==> config.mk <==
export PLATFORM = sky130hd
export DESIGN_NAME = vult_ram
export DESIGN_NICKNAME = d
export VERILOG_FILES = /design/src/design/vult_ram.sv
export SDC_FILE = /design/constraint.sdc
export NUM_CORES = 2
export LEC_CHECK = 0
export BUFFER_PORTS_ARGS = -buffer_cell sky130_fd_sc_hd__buf_4
export CAP_MARGIN = 20
export CORE_UTILIZATION = 63
export DETAILED_ROUTE_END_ITERATION = 6
export PLACE_DENSITY_LB_ADDON = 0.25
export SYNTH_ARGS = -nofsm -noshare
export SYNTH_HDL_FRONTEND = slang
export SYNTH_SLANG_ARGS = --single-unit
==> constraint.sdc <==
create_clock -name clock -period 3.8 [get_ports clock]
set_input_delay 0.76 -clock clock [delete_from_list [all_inputs] [get_ports clock]]
set_output_delay 0.76 -clock clock [all_outputs]
set_load 0.01 [all_outputs]
==> src/design/vult_ram.sv <==
`default_nettype none

module vult_ram #(
   parameter int WIDTH = 8,
   parameter int DEPTH = 256
) (
   input  wire logic                     clock,
   input  wire logic                     en,
   input  wire logic                     we,
   input  wire logic [$clog2(DEPTH)-1:0] addr,
   input  wire logic [WIDTH-1:0]         wdata,
   output      logic [WIDTH-1:0]         rdata
);

   logic [WIDTH-1:0] mem_ff [DEPTH];
   logic [WIDTH-1:0] rdata_ff;

   always_ff @(posedge clock) begin
      if (en) begin
         if (we) begin
            mem_ff[addr] <= wdata;
         end else begin
            rdata_ff <= mem_ff[addr];
         end
      end
   end

   assign rdata = rdata_ff;

endmodule

`default_nettype wire

==> results.json <==
{
  "grt_overflow": 0,
  "worst_ep_required_time_ns": 4.34,
  "clock-sinks": 2056,
  "switchingPower_w": 0.00954,
  "swShare_pct": 20.9,
  "critPathTopFamily": "compound AO/OA/AOI/OAI gates",
  "synthFlopType": "edfxtp_1",
  "dieWidth_um": 355,
  "synth_warnings": 0,
  "path_buf_inv": 4,
  "num_rows": 129,
  "ant_nets": 0,
  "dpl-instance-area_um2": 83700,
  "yosys.area.top_type": "edfxtp_1",
  "place_hpwl_um": 116000,
  "antenna_found_initial": 8,
  "io_pins": 27,
  "crit_path_end": "rdata[1]",
  "critPathMaxStageDelay_ns": 0.97,
  "cts_tree": "built",
  "run_status": "completed",
  "cts_hold_buf": 0,
  "worstPathCellList": "buf_8 > buf_12 > buf_12 > mux4_2 > a22oi_1 > a21oi_1 > o41ai_1 > buf_4 > nand4_1",
  "worst-path-stages": 9,
  "end_kind": "register",
  "startpoint_type": "input port",
  "grtUsageTotal_pct": 31.7,
  "stdcell_area_um2": 89800,
  "clk_pin_slew_worst_paths_ns": 0.07,
  "drive_above_1_share_pct": 30.7,
  "die_area_um2": 126000,
  "yosysMostFrequentCell": "edfxtp_1",
  "vias_per_cell": 6.92,
  "rr_worst_depth": 5,
  "async_reset_ff_share_pct": 0,
  "netlist_area_um2": 78400,
  "clkLatencyLatePin_ns": 0.84,
  "worstMarginPinSlew_ns": 1.17,
  "syn2layout_area_growth_pct": 14.5,
  "ctsResizeCount": 0,
  "relSlewSlack_pct": 22.1,
  "grt_pass1_wl_um": 283000,
  "share_comb_of_total_power_pct": 4.7,
  "ys_seq_area_share_pct": 78.8,
  "worstReg2RegEnd": "rdata[5]",
  "drc": 0,
  "reg2reg_slack_ns": 0.88,
  "critical_path.most_common_cell": "buf_12",
  "finalSetupViolCount": 0,
  "ir_drop_mv": 0.536,
  "core-area_um2": 123000,
  "vias": 40000,
  "root_buffer": "clkbuf_16",
  "cts_setup_buffers": 0,
  "drv_slew": 0,
  "cts_buffer_depth": 3,
  "hold_viol_final": 0,
  "max_freq_mhz": 293,
  "seqPwrFrac_pct": 54.7,
  "cp_max_fo": 39,
  "p_leak_nw": 28.3,
  "yosysTopAreaCellShare_pct": 78.8,
  "routabilityCongestion": 0.885,
  "min_period_ns": 3.41,
  "finalClockSkew_ns": 0.0204,
  "grt_max_degree": 132,
  "tns_ns": 0,
  "period_share_pct": 89.7,
  "synthCells": 3526,
  "rsz0062_at_grt": "no",
  "drt-pass1-iter-count": 6,
  "hp-class": "in -> reg",
  "maxCapViolCount": 0,
  "r2r_start": "mem_ff[160][5]",
  "worstSetupPathType": "in -> reg",
  "totalWireLength_um": 194000,
  "grt_pass1_vias": 40700,
  "ys_ff_latch": 2056,
  "synthTopCellsByArea": "edfxtp_1 (79%), mux4_2 (15%), a22oi_1 (2.5%)",
  "intPower_w": 0.0361,
  "wl_per_cell_um": 33.6,
  "synth.net_count": 3545,
  "start_util_pct": 63.5,
  "worstPathArrival_ns": 3.95,
  "synth_cell_types": 21,
  "pwr-share-clk_pct": 40.6,
  "slowest_stage": "o41ai_1",
  "pwr_density_cell_nw_per_um2": 509,
  "worstSetupStartpoint": "addr[0]",
  "yosys-top-cells-count": "edfxtp_1 (2056), mux4_2 (512), nor2_1 (259), a22oi_1 (256), clkbuf_1 (143)",
  "cts_made_buffers": 192,
  "nNetsFinal": 4001,
  "avgSynthCellArea_um2": 22.2,
  "die_h_um": 355,
  "synth_edf_count": 2056,
  "htree_levels": 4,
  "drtIter0Drc": 6030,
  "port_buffers": 26
}
registers in the layout, summed over array words and instances, names as in the netlist:
name	cells
mem_ff	2048
rdata	8
cells by family (layout without fill, tap and decap cells):
kind of cell,Yosys count,in the layout,synth area share (%)
other cells,0,5,0
buf+inv,225,841,1.28
simple gates,317,317,1.61
mux,512,512,14.7
compound gates,416,416,3.63
flops,2056,2056,78.8
how the worst min path moves through the flow:
| stage | start | to | slack [ns] | depth (start not counted) |
|---|---|---|---|---|
| after floorplan | wdata[0] | mem_ff[0][0] | 0.86 | 0 |
| after CTS | wdata[1] | mem_ff[90][1] | 0.24 | 1 |
| after detailed placement | mem_ff[128][3] | rdata[3] | 1.01 | 5 |
| after global placement | mem_ff[132][3] | rdata[3] | 0.98 | 5 |
| after global routing | wdata[1] | mem_ff[90][1] | 0.28 | 1 |
| final | wdata[1] | mem_ff[90][1] | 0.29 | 1 |
routing by layer:
layer / global-route usage [%] / vias to the layer above / routed length [um]
li1: - / 15900 / -
met1: 44.0 / 20800 / 68300
met2: 50.1 / 2820 / 95400
met3: 6.40 / 465 / 22200
met4: 13.6 / 4 / 8310
met5: 0 / - / 30
power by group through the flow:
stage | sequential [W] | clock (W) | combinational, W
finish | 0.0250 | 0.0186 | 0.00213
CTS | 0.0250 | 0.0187 | 0.00212
floorplan | 0.0255 | 0 | 0.00107
detailed placement | 0.0255 | 0 | 0.00210
global placement | 0.0255 | 0 | 0.00204
global route | 0.0250 | 0.0196 | 0.00222
area by class of cell:
class	instances	area, um^2
clock inverter	118	990
timing repair buffer	487	4280
antenna	5	12.5
sequential	2056	61700
multi-input combinational	1245	15700
fill	6684	33700
tap	1637	2050
clock buffer	236	5030
metrics by stage:
step | total power [W] | utilization [%] | cells | hold slack [ns] | worst slack, ns
2_1_floorplan | 0.0265 | - | 3526 | 0.859 | 0.745
3_3_place_gp | 0.0275 | 67.8 | 5425 | 0.980 | -0.316
3_5_place_dp | 0.0276 | 67.8 | 5425 | 1.01 | -0.345
4_1_cts | 0.0458 | 72.7 | 5779 | 0.245 | 0.538
5_1_grt | 0.0468 | 72.7 | 5779 | 0.282 | 0.332
6_report | 0.0457 | 72.7 | 5784 | 0.294 | 0.390
cell usage in the layout, fill, tap and decap left out, types with 5 or more instances in the layout:
cell and count:
clkbuf_16 195, clkbuf_8 8, clkbuf_1 41, edfxtp_1 2056
a21oi_1 128, clkinv_1 45, nor2b_1 5, nand2_1 30
bufinv_16 14, diode_2 5, mux4_2 512, a22oi_1 256
buf_4 432, nand4_1 8, inv_6 10, nor2_1 258
clkinv_2 39, buf_12 45, o41ai_1 32
No activity file was read; power rests on OpenSTA's default activity.
