--- src/design/vult_pkg.sv ---
`default_nettype none

package vult_pkg;

   localparam int VIDEO_MEM_DEPTH  = 8192;
   localparam int SPRITE_MEM_DEPTH = 160;
   localparam int VIDEO_AW         = $clog2(VIDEO_MEM_DEPTH);
   localparam int SPRITE_AW        = $clog2(SPRITE_MEM_DEPTH);

   localparam int REG_COUNT = 12;
   localparam int REG_AW    = $clog2(REG_COUNT);
   localparam logic [REG_AW-1:0] REG_STAT = REG_AW'(1);
   localparam logic [REG_AW-1:0] REG_LINE = REG_AW'(4);

   localparam logic [15:0] VIDEO_BASE  = 16'h8000;
   localparam logic [15:0] SPRITE_BASE = 16'hFE00;
   localparam logic [15:0] REG_BASE    = 16'hFF40;
   localparam logic [15:0] REG_LAST    = 16'hFF4B;

   localparam int DOTS_PER_LINE = 456;
   localparam int DOT_W         = $clog2(DOTS_PER_LINE);
   localparam int SUM_W         = DOT_W + 1;

   localparam logic [7:0]       VBLANK_LINE    = 8'd144;
   localparam logic [7:0]       LAST_LINE_WRAP = 8'd154;
   localparam logic [DOT_W-1:0] SCAN_END       = DOT_W'(80);
   localparam logic [DOT_W-1:0] DRAW_END       = DOT_W'(252);

   localparam logic [7:0] BYTE_UNMAPPED = 8'hFF;

   typedef enum logic [1:0] {
      ACT_READ  = 2'd0,
      ACT_WRITE = 2'd1,
      ACT_TICK  = 2'd2
   } action_type;

   typedef enum logic [1:0] {
      MODE_HBLANK = 2'd0,
      MODE_VBLANK = 2'd1,
      MODE_SCAN   = 2'd2,
      MODE_DRAW   = 2'd3
   } video_mode_type;

   typedef enum logic [1:0] {
      SRC_VIDEO  = 2'd0,
      SRC_SPRITE = 2'd1,
      SRC_LOCAL  = 2'd2
   } read_src_type;

   typedef struct packed {
      logic [7:0]     rd_byte;
      logic           irq;
      video_mode_type mode;
      logic [7:0]     line;
   } regs_status_type;

endpackage

`default_nettype wire

--- src/design/vult_regs.sv ---
`default_nettype none

module vult_regs (
   input  wire logic                       clock,
   input  wire logic                       reset,
   input  wire logic                       accept,
   input  wire logic [1:0]                 action,
   input  wire logic [15:0]                address,
   input  wire logic [7:0]                 write_byte,
   input  wire logic [8:0]                 elapsed_cycles,
   output      vult_pkg::regs_status_type  status
);
   import vult_pkg::*;

   logic [7:0]       regs_ff [REG_COUNT];
   logic [7:0]       regs_in [REG_COUNT];
   logic [DOT_W-1:0] dot_ff;
   logic [DOT_W-1:0] dot_in;

   logic [15:0]       reg_off;
   logic [REG_AW-1:0] reg_idx;
   logic              reg_hit;
   logic [SUM_W-1:0]  dot_sum;
   logic              wrap_one;
   logic              wrap_two;
   logic [DOT_W-1:0]  dot_next;
   logic [8:0]        step_a;
   logic [8:0]        step_b;
   logic [7:0]        line_tick;
   logic              irq_tick;
   logic              irq;
   logic [7:0]        rd_byte;

   // {irq, next line}: advance one line, flag vblank entry, wrap at the last line
   function automatic logic [8:0] step_line(input logic [7:0] line);
      logic [7:0] nxt;
      nxt = line + 8'd1;
      return {nxt == VBLANK_LINE, (nxt == LAST_LINE_WRAP) ? 8'd0 : nxt};
   endfunction

   function automatic video_mode_type mode_of(input logic [7:0] line,
                                              input logic [DOT_W-1:0] dot);
      video_mode_type m;
      if (line >= VBLANK_LINE) begin
         m = MODE_VBLANK;
      end else if (dot < SCAN_END) begin
         m = MODE_SCAN;
      end else if (dot < DRAW_END) begin
         m = MODE_DRAW;
      end else begin
         m = MODE_HBLANK;
      end
      return m;
   endfunction

   assign reg_off = address - REG_BASE;
   assign reg_idx = reg_off[REG_AW-1:0];
   assign reg_hit = (address >= REG_BASE) && (address <= REG_LAST);

   // a tick finishes at most two lines: dot stays below one line, tick below 512
   assign dot_sum  = SUM_W'(dot_ff) + SUM_W'(elapsed_cycles);
   assign wrap_two = dot_sum >= SUM_W'(2 * DOTS_PER_LINE);
   assign wrap_one = dot_sum >= SUM_W'(DOTS_PER_LINE);
   assign step_a   = step_line(regs_ff[REG_LINE]);
   assign step_b   = step_line(step_a[7:0]);

   always_comb begin
      if (wrap_two) begin
         dot_next  = DOT_W'(dot_sum - SUM_W'(2 * DOTS_PER_LINE));
         line_tick = step_b[7:0];
         irq_tick  = step_a[8] | step_b[8];
      end else if (wrap_one) begin
         dot_next  = DOT_W'(dot_sum - SUM_W'(DOTS_PER_LINE));
         line_tick = step_a[7:0];
         irq_tick  = step_a[8];
      end else begin
         dot_next  = DOT_W'(dot_sum);
         line_tick = regs_ff[REG_LINE];
         irq_tick  = 1'b0;
      end
   end

   always_comb begin
      regs_in = regs_ff;
      dot_in  = dot_ff;
      irq     = 1'b0;
      rd_byte = BYTE_UNMAPPED;
      unique case (action)
         ACT_READ: begin
            if (reg_hit) begin
               rd_byte = regs_ff[reg_idx];
            end
         end
         ACT_WRITE: begin
            if (accept && reg_hit) begin
               if (reg_idx == REG_STAT) begin
                  // mode bits belong to the timing logic
                  regs_in[reg_idx] = {write_byte[7:2], regs_ff[reg_idx][1:0]};
               end else begin
                  regs_in[reg_idx] = write_byte;
               end
            end
         end
         ACT_TICK: begin
            if (accept) begin
               dot_in                 = dot_next;
               regs_in[REG_LINE]      = line_tick;
               regs_in[REG_STAT][1:0] = mode_of(line_tick, dot_next);
               irq                    = irq_tick;
            end
         end
         default: begin
         end
      endcase
   end

   always_ff @(posedge clock) begin
      if (reset) begin
         for (int i = 0; i < REG_COUNT; i++) begin
            regs_ff[i] <= 8'd0;
         end
         dot_ff <= '0;
      end else begin
         regs_ff <= regs_in;
         dot_ff  <= dot_in;
      end
   end

   assign status.rd_byte = rd_byte;
   assign status.irq     = irq;
   assign status.mode    = video_mode_type'(regs_in[REG_STAT][1:0]);
   assign status.line    = regs_in[REG_LINE];

   a_dot_in_line: assert property (@(posedge clock) disable iff (reset)
      dot_ff < DOT_W'(DOTS_PER_LINE))
      else $error("dot counter past end of line");

   a_tick_mode: assert property (@(posedge clock) disable iff (reset)
      accept && action == ACT_TICK
      |=> regs_ff[REG_STAT][1:0] == mode_of(regs_ff[REG_LINE], dot_ff))
      else $error("mode bits disagree with line and dot after tick");

   a_write_keeps_timing: assert property (@(posedge clock) disable iff (reset)
      accept && action == ACT_WRITE
      |=> $stable(dot_ff) && regs_ff[REG_STAT][1:0] == $past(regs_ff[REG_STAT][1:0]))
      else $error("bus write disturbed timing state");

endmodule

`default_nettype wire
--- config.mk ---
export PLATFORM = sky130hd
export DESIGN_NAME = vult_regs
export DESIGN_NICKNAME = d
export VERILOG_FILES = /design/src/design/vult_pkg.sv /design/src/design/vult_regs.sv
export SDC_FILE = /design/constraint.sdc
export NUM_CORES = 1
export LEC_CHECK = 0
export ABC_AREA = 1
export BUFFER_PORTS_ARGS = -buffer_cell sky130_fd_sc_hd__buf_2
export CAP_MARGIN = 25
export CELL_PAD_IN_SITES_DETAIL_PLACEMENT = 1
export CELL_PAD_IN_SITES_GLOBAL_PLACEMENT = 2
export CORE_ASPECT_RATIO = 1.2
export CORE_MARGIN = 1
export CORE_UTILIZATION = 36
export DETAILED_ROUTE_END_ITERATION = 6
export PLACE_DENSITY = 0.89
export SLEW_MARGIN = 20
export SYNTH_ARGS = -nofsm -noshare
export SYNTH_HDL_FRONTEND = slang
export SYNTH_SLANG_ARGS = --single-unit
--- constraint.sdc ---
create_clock -name clock -period 7.2 [get_ports clock]
set_input_delay 0.72 -clock clock [delete_from_list [all_inputs] [get_ports clock]]
set_output_delay 0.72 -clock clock [all_outputs]
set_load 0.005 [all_outputs]
==> results.sh <==
export IMPL_routed_via_density=5.46
export IMPL_yosys_warnings=0
export IMPL_p_int_mw=0.955
export IMPL_max_vdd_ir_drop_v=0.000145
export IMPL_drc=0
export IMPL_start_kind="input pin"
export IMPL_slew_headroom_pct=31.0
export IMPL_synth_nets=984
export IMPL_postSynthAreaPerCell_um2=6.82
export IMPL_synth_distinct_cells=43
export IMPL_crit_required_ps=6480
export IMPL_p_sw_mw=0.436
export IMPL_p_seq_share_pct=43.1
export IMPL_rsz0062_at_grt="false"
export IMPL_clockBufferDepth=2
export IMPL_dr_pass1_iters=5
export IMPL_ys_seq_elements=105
export IMPL_path_class="input pin to output pin"
export IMPL_slew_violations=0
export IMPL_layoutNonFillerInstCount=1176
export IMPL_end_kind="output pin"
export IMPL_yosys_top_cells_area="dfxtp_1, o21ai_0, a21oi_1"
export IMPL_leakagePower_nw=2.92
export IMPL_initial_utilization_pct=37.1
export IMPL_grt_pass1_vias=6374
export IMPL_cts_hold_buf=0
export IMPL_grt_start_max_net_pins=96
export IMPL_cts_sinks=105
export IMPL_die_h_um=147
export IMPL_min_period_ps=5140
export IMPL_finalClockSkew_ps=4.28
export IMPL_switching_share_pct=31.3
export IMPL_powerDensity_nw_per_um2=199
export IMPL_rows=52
export IMPL_tns_ps=0
export IMPL_synth_ff_type="dfxtp_1"
export IMPL_cts_clk_slew_worst_paths_ps=70
export IMPL_status="finished, final reports clean"
export IMPL_diodes=0
export IMPL_syn_inst=922
export IMPL_r2r_end="regs_ff[81]"
export IMPL_drive_gt1_share_pct=10.7
export IMPL_cap_violations=0
export IMPL_grt_pass1_wl_um=34200
export IMPL_drtAntennaViolNets=0
export IMPL_synth_commonest_cells="nand2_1, o21ai_0, a21oi_1"
export IMPL_cts_resized=0
export IMPL_h_tree_depth=3
export IMPL_wirelength_um=21200
export IMPL_min_from="regs_ff[71]"
export IMPL_fin_nets=1017
export IMPL_globalRouteTotalUtil_pct=24.5
export IMPL_reg2reg_slack_ps=3250
export IMPL_setup_viol=0
export IMPL_hold_depth=2
export IMPL_root_buffer="clkbuf_16"
export IMPL_combPwrFrac_pct=19.7
export IMPL_ios=57
export IMPL_crit_arrival_ps=4420
export IMPL_die_area_um2=18000
export IMPL_clkPwrFrac_pct=37.1
export IMPL_place_congestion=0.862
export IMPL_fp_dieW_um=123
export IMPL_synthToLayoutAreaGrowth_pct=11.3
export IMPL_core_area_um2=17000
export IMPL_cts_setup_buffers=0
export IMPL_wl_per_cell_um=18.0
export IMPL_seq_area_frac_synth_pct=33.4
export IMPL_dpl_hpwl_um=15500
export IMPL_finalCritPeriodShare_pct=71.4
export IMPL_cts_buffers_inserted=9
export IMPL_clock_latency_ps=350
export IMPL_synth_edf_count=0
export IMPL_cts_tree="yes"
export IMPL_async_flop_share_pct=0
export IMPL_fillers=2245
export IMPL_reg2reg_depth=26
export IMPL_overflow=0
export IMPL_hold_violations=0
export IMPL_dp_cells=1159
export IMPL_syn_area_um2=6290
export IMPL_io_buffers=56
export IMPL_hold_end="regs_ff[71]"
export IMPL_synth_top_area_cell="dfxtp_1"
export IMPL_num_vias=6421
export IMPL_yosysMostFrequentCell="nand2_1"
export IMPL_tightest_slew_ps=1030
export IMPL_antenna_found_initial=0
export IMPL_timing_fmax_mhz=194
export IMPL_hp_class="flop to flop"
export IMPL_path_max_fanout=17
export IMPL_reg2reg_from="dot_ff[0]"
export IMPL_drt_iter0_drc=373
export IMPL_netlist_area_leader_share_pct=33.4
-- logic make-up (layout without fill, tap and decap cells) --
family	Yosys count	in the layout	share of synthesized area [%]
DFF	105	105	33.4
and+or+nand+nor	313	313	22.4
adders and majority gates	24	24	4.89
xor gates and xnor gates	9	9	1.55
AOI/OAI and AO/OA	311	311	27.5
buffers and inverters	160	198	10.2
-- critical path: stages --
cell and delay, ps:
buf_2 80, ha_1 160, inv_1 80, fa_1 400, inv_1 70, nand3_1 60
nand2_1 170, xor2_1 330, inv_1 180, ha_1 280, o21ai_1 170, inv_1 70
nand2_1 70, nand3_2 110, nand2_4 190, nand2_1 210, nand2_1 130, nand3b_1 80
nor2_1 90, nand3_1 90, and2_1 150, nand2_1 90, nand2_1 60, nand2_1 60
nand2_1 60, nand2_2 80, inv_1 40, buf_2 110
-- per-stage QoR --
stage	cell area [µm²]	setup slack, ps	hold WS, ps	power [mW]	utilization [%]
after floorplan	6290	2910	424	0.797	-
after global placement	6680	2170	437	0.886	39.3
after detailed placement	6680	2060	447	0.889	39.3
after CTS	7000	2040	458	1.41	41.2
after global routing	7000	1590	475	1.46	41.2
final	7000	2060	456	1.39	41.2
-- layout make-up --
type | instances | area, µm² | area share [%]
Clock buffer | 10 | 239 | 3.41
Clock inverter | 6 | 76.3 | 1.09
Inverter | 121 | 454 | 6.48
Multi-Input combinational cell | 657 | 3550 | 50.6
Sequential cell | 105 | 2100 | 30.0
Tap cell | 216 | 270 | 3.86
Timing Repair Buffer | 61 | 315 | 4.50
-- worst max path at each step --
stage	startpoint	endpoint	slack, ps	cells past startpoint
floorplan	elapsed_cycles[0]	status[9]	2910	26
global placement	elapsed_cycles[0]	status[9]	2170	28
detailed placement	elapsed_cycles[0]	status[9]	2060	28
CTS	elapsed_cycles[0]	status[9]	2040	28
global route	elapsed_cycles[0]	status[9]	1590	28
finish	elapsed_cycles[0]	status[9]	2060	28
-- state kept, by name, indices dropped and copies added, names as in the netlist --
name,flops
dot_ff,9
regs_ff,96
-- power by group through the flow --
stage	registers [mW]	clock network, mW	logic [mW]
3_5_place_dp	0.614	0	0.274
4_1_cts	0.601	0.530	0.276
3_3_place_gp	0.614	0	0.272
2_1_floorplan	0.607	0	0.190
6_report	0.600	0.517	0.274
5_1_grt	0.602	0.551	0.311
-- per-layer routing --
metal	part of all wire [%]	global-route usage [%]
met1	45	31.4
met2	51	43.6
met3	2.7	2.83
met4	1.5	5.43
met5	0	0
-- cells in the final DEF (no fill, tap or decap), types with 3 or more instances in the layout --
cell,synthesis,layout
nor4_1,5,5
inv_1,112,111
nor2_2,7,7
ha_1,23,23
a21oi_1,115,115
o22ai_1,17,17
buf_4,1,4
nor2_1,60,60
o21ai_0,122,122
a221oi_1,8,8
nand2_2,6,6
clkbuf_16,0,9
inv_2,3,4
dfxtp_1,105,105
o2111ai_1,6,6
o21ai_1,4,4
nand3_1,59,59
buf_2,1,57
o21bai_1,4,4
a22oi_1,12,12
nand4_1,15,15
nand3_2,5,5
clkinv_1,6,6
nor3_1,3,3
o211ai_1,10,10
and2_1,5,5
xor2_1,8,8
a211oi_1,4,4
a31oi_1,5,5
nand2_1,141,141
Power figures use the tool's default switching activity.
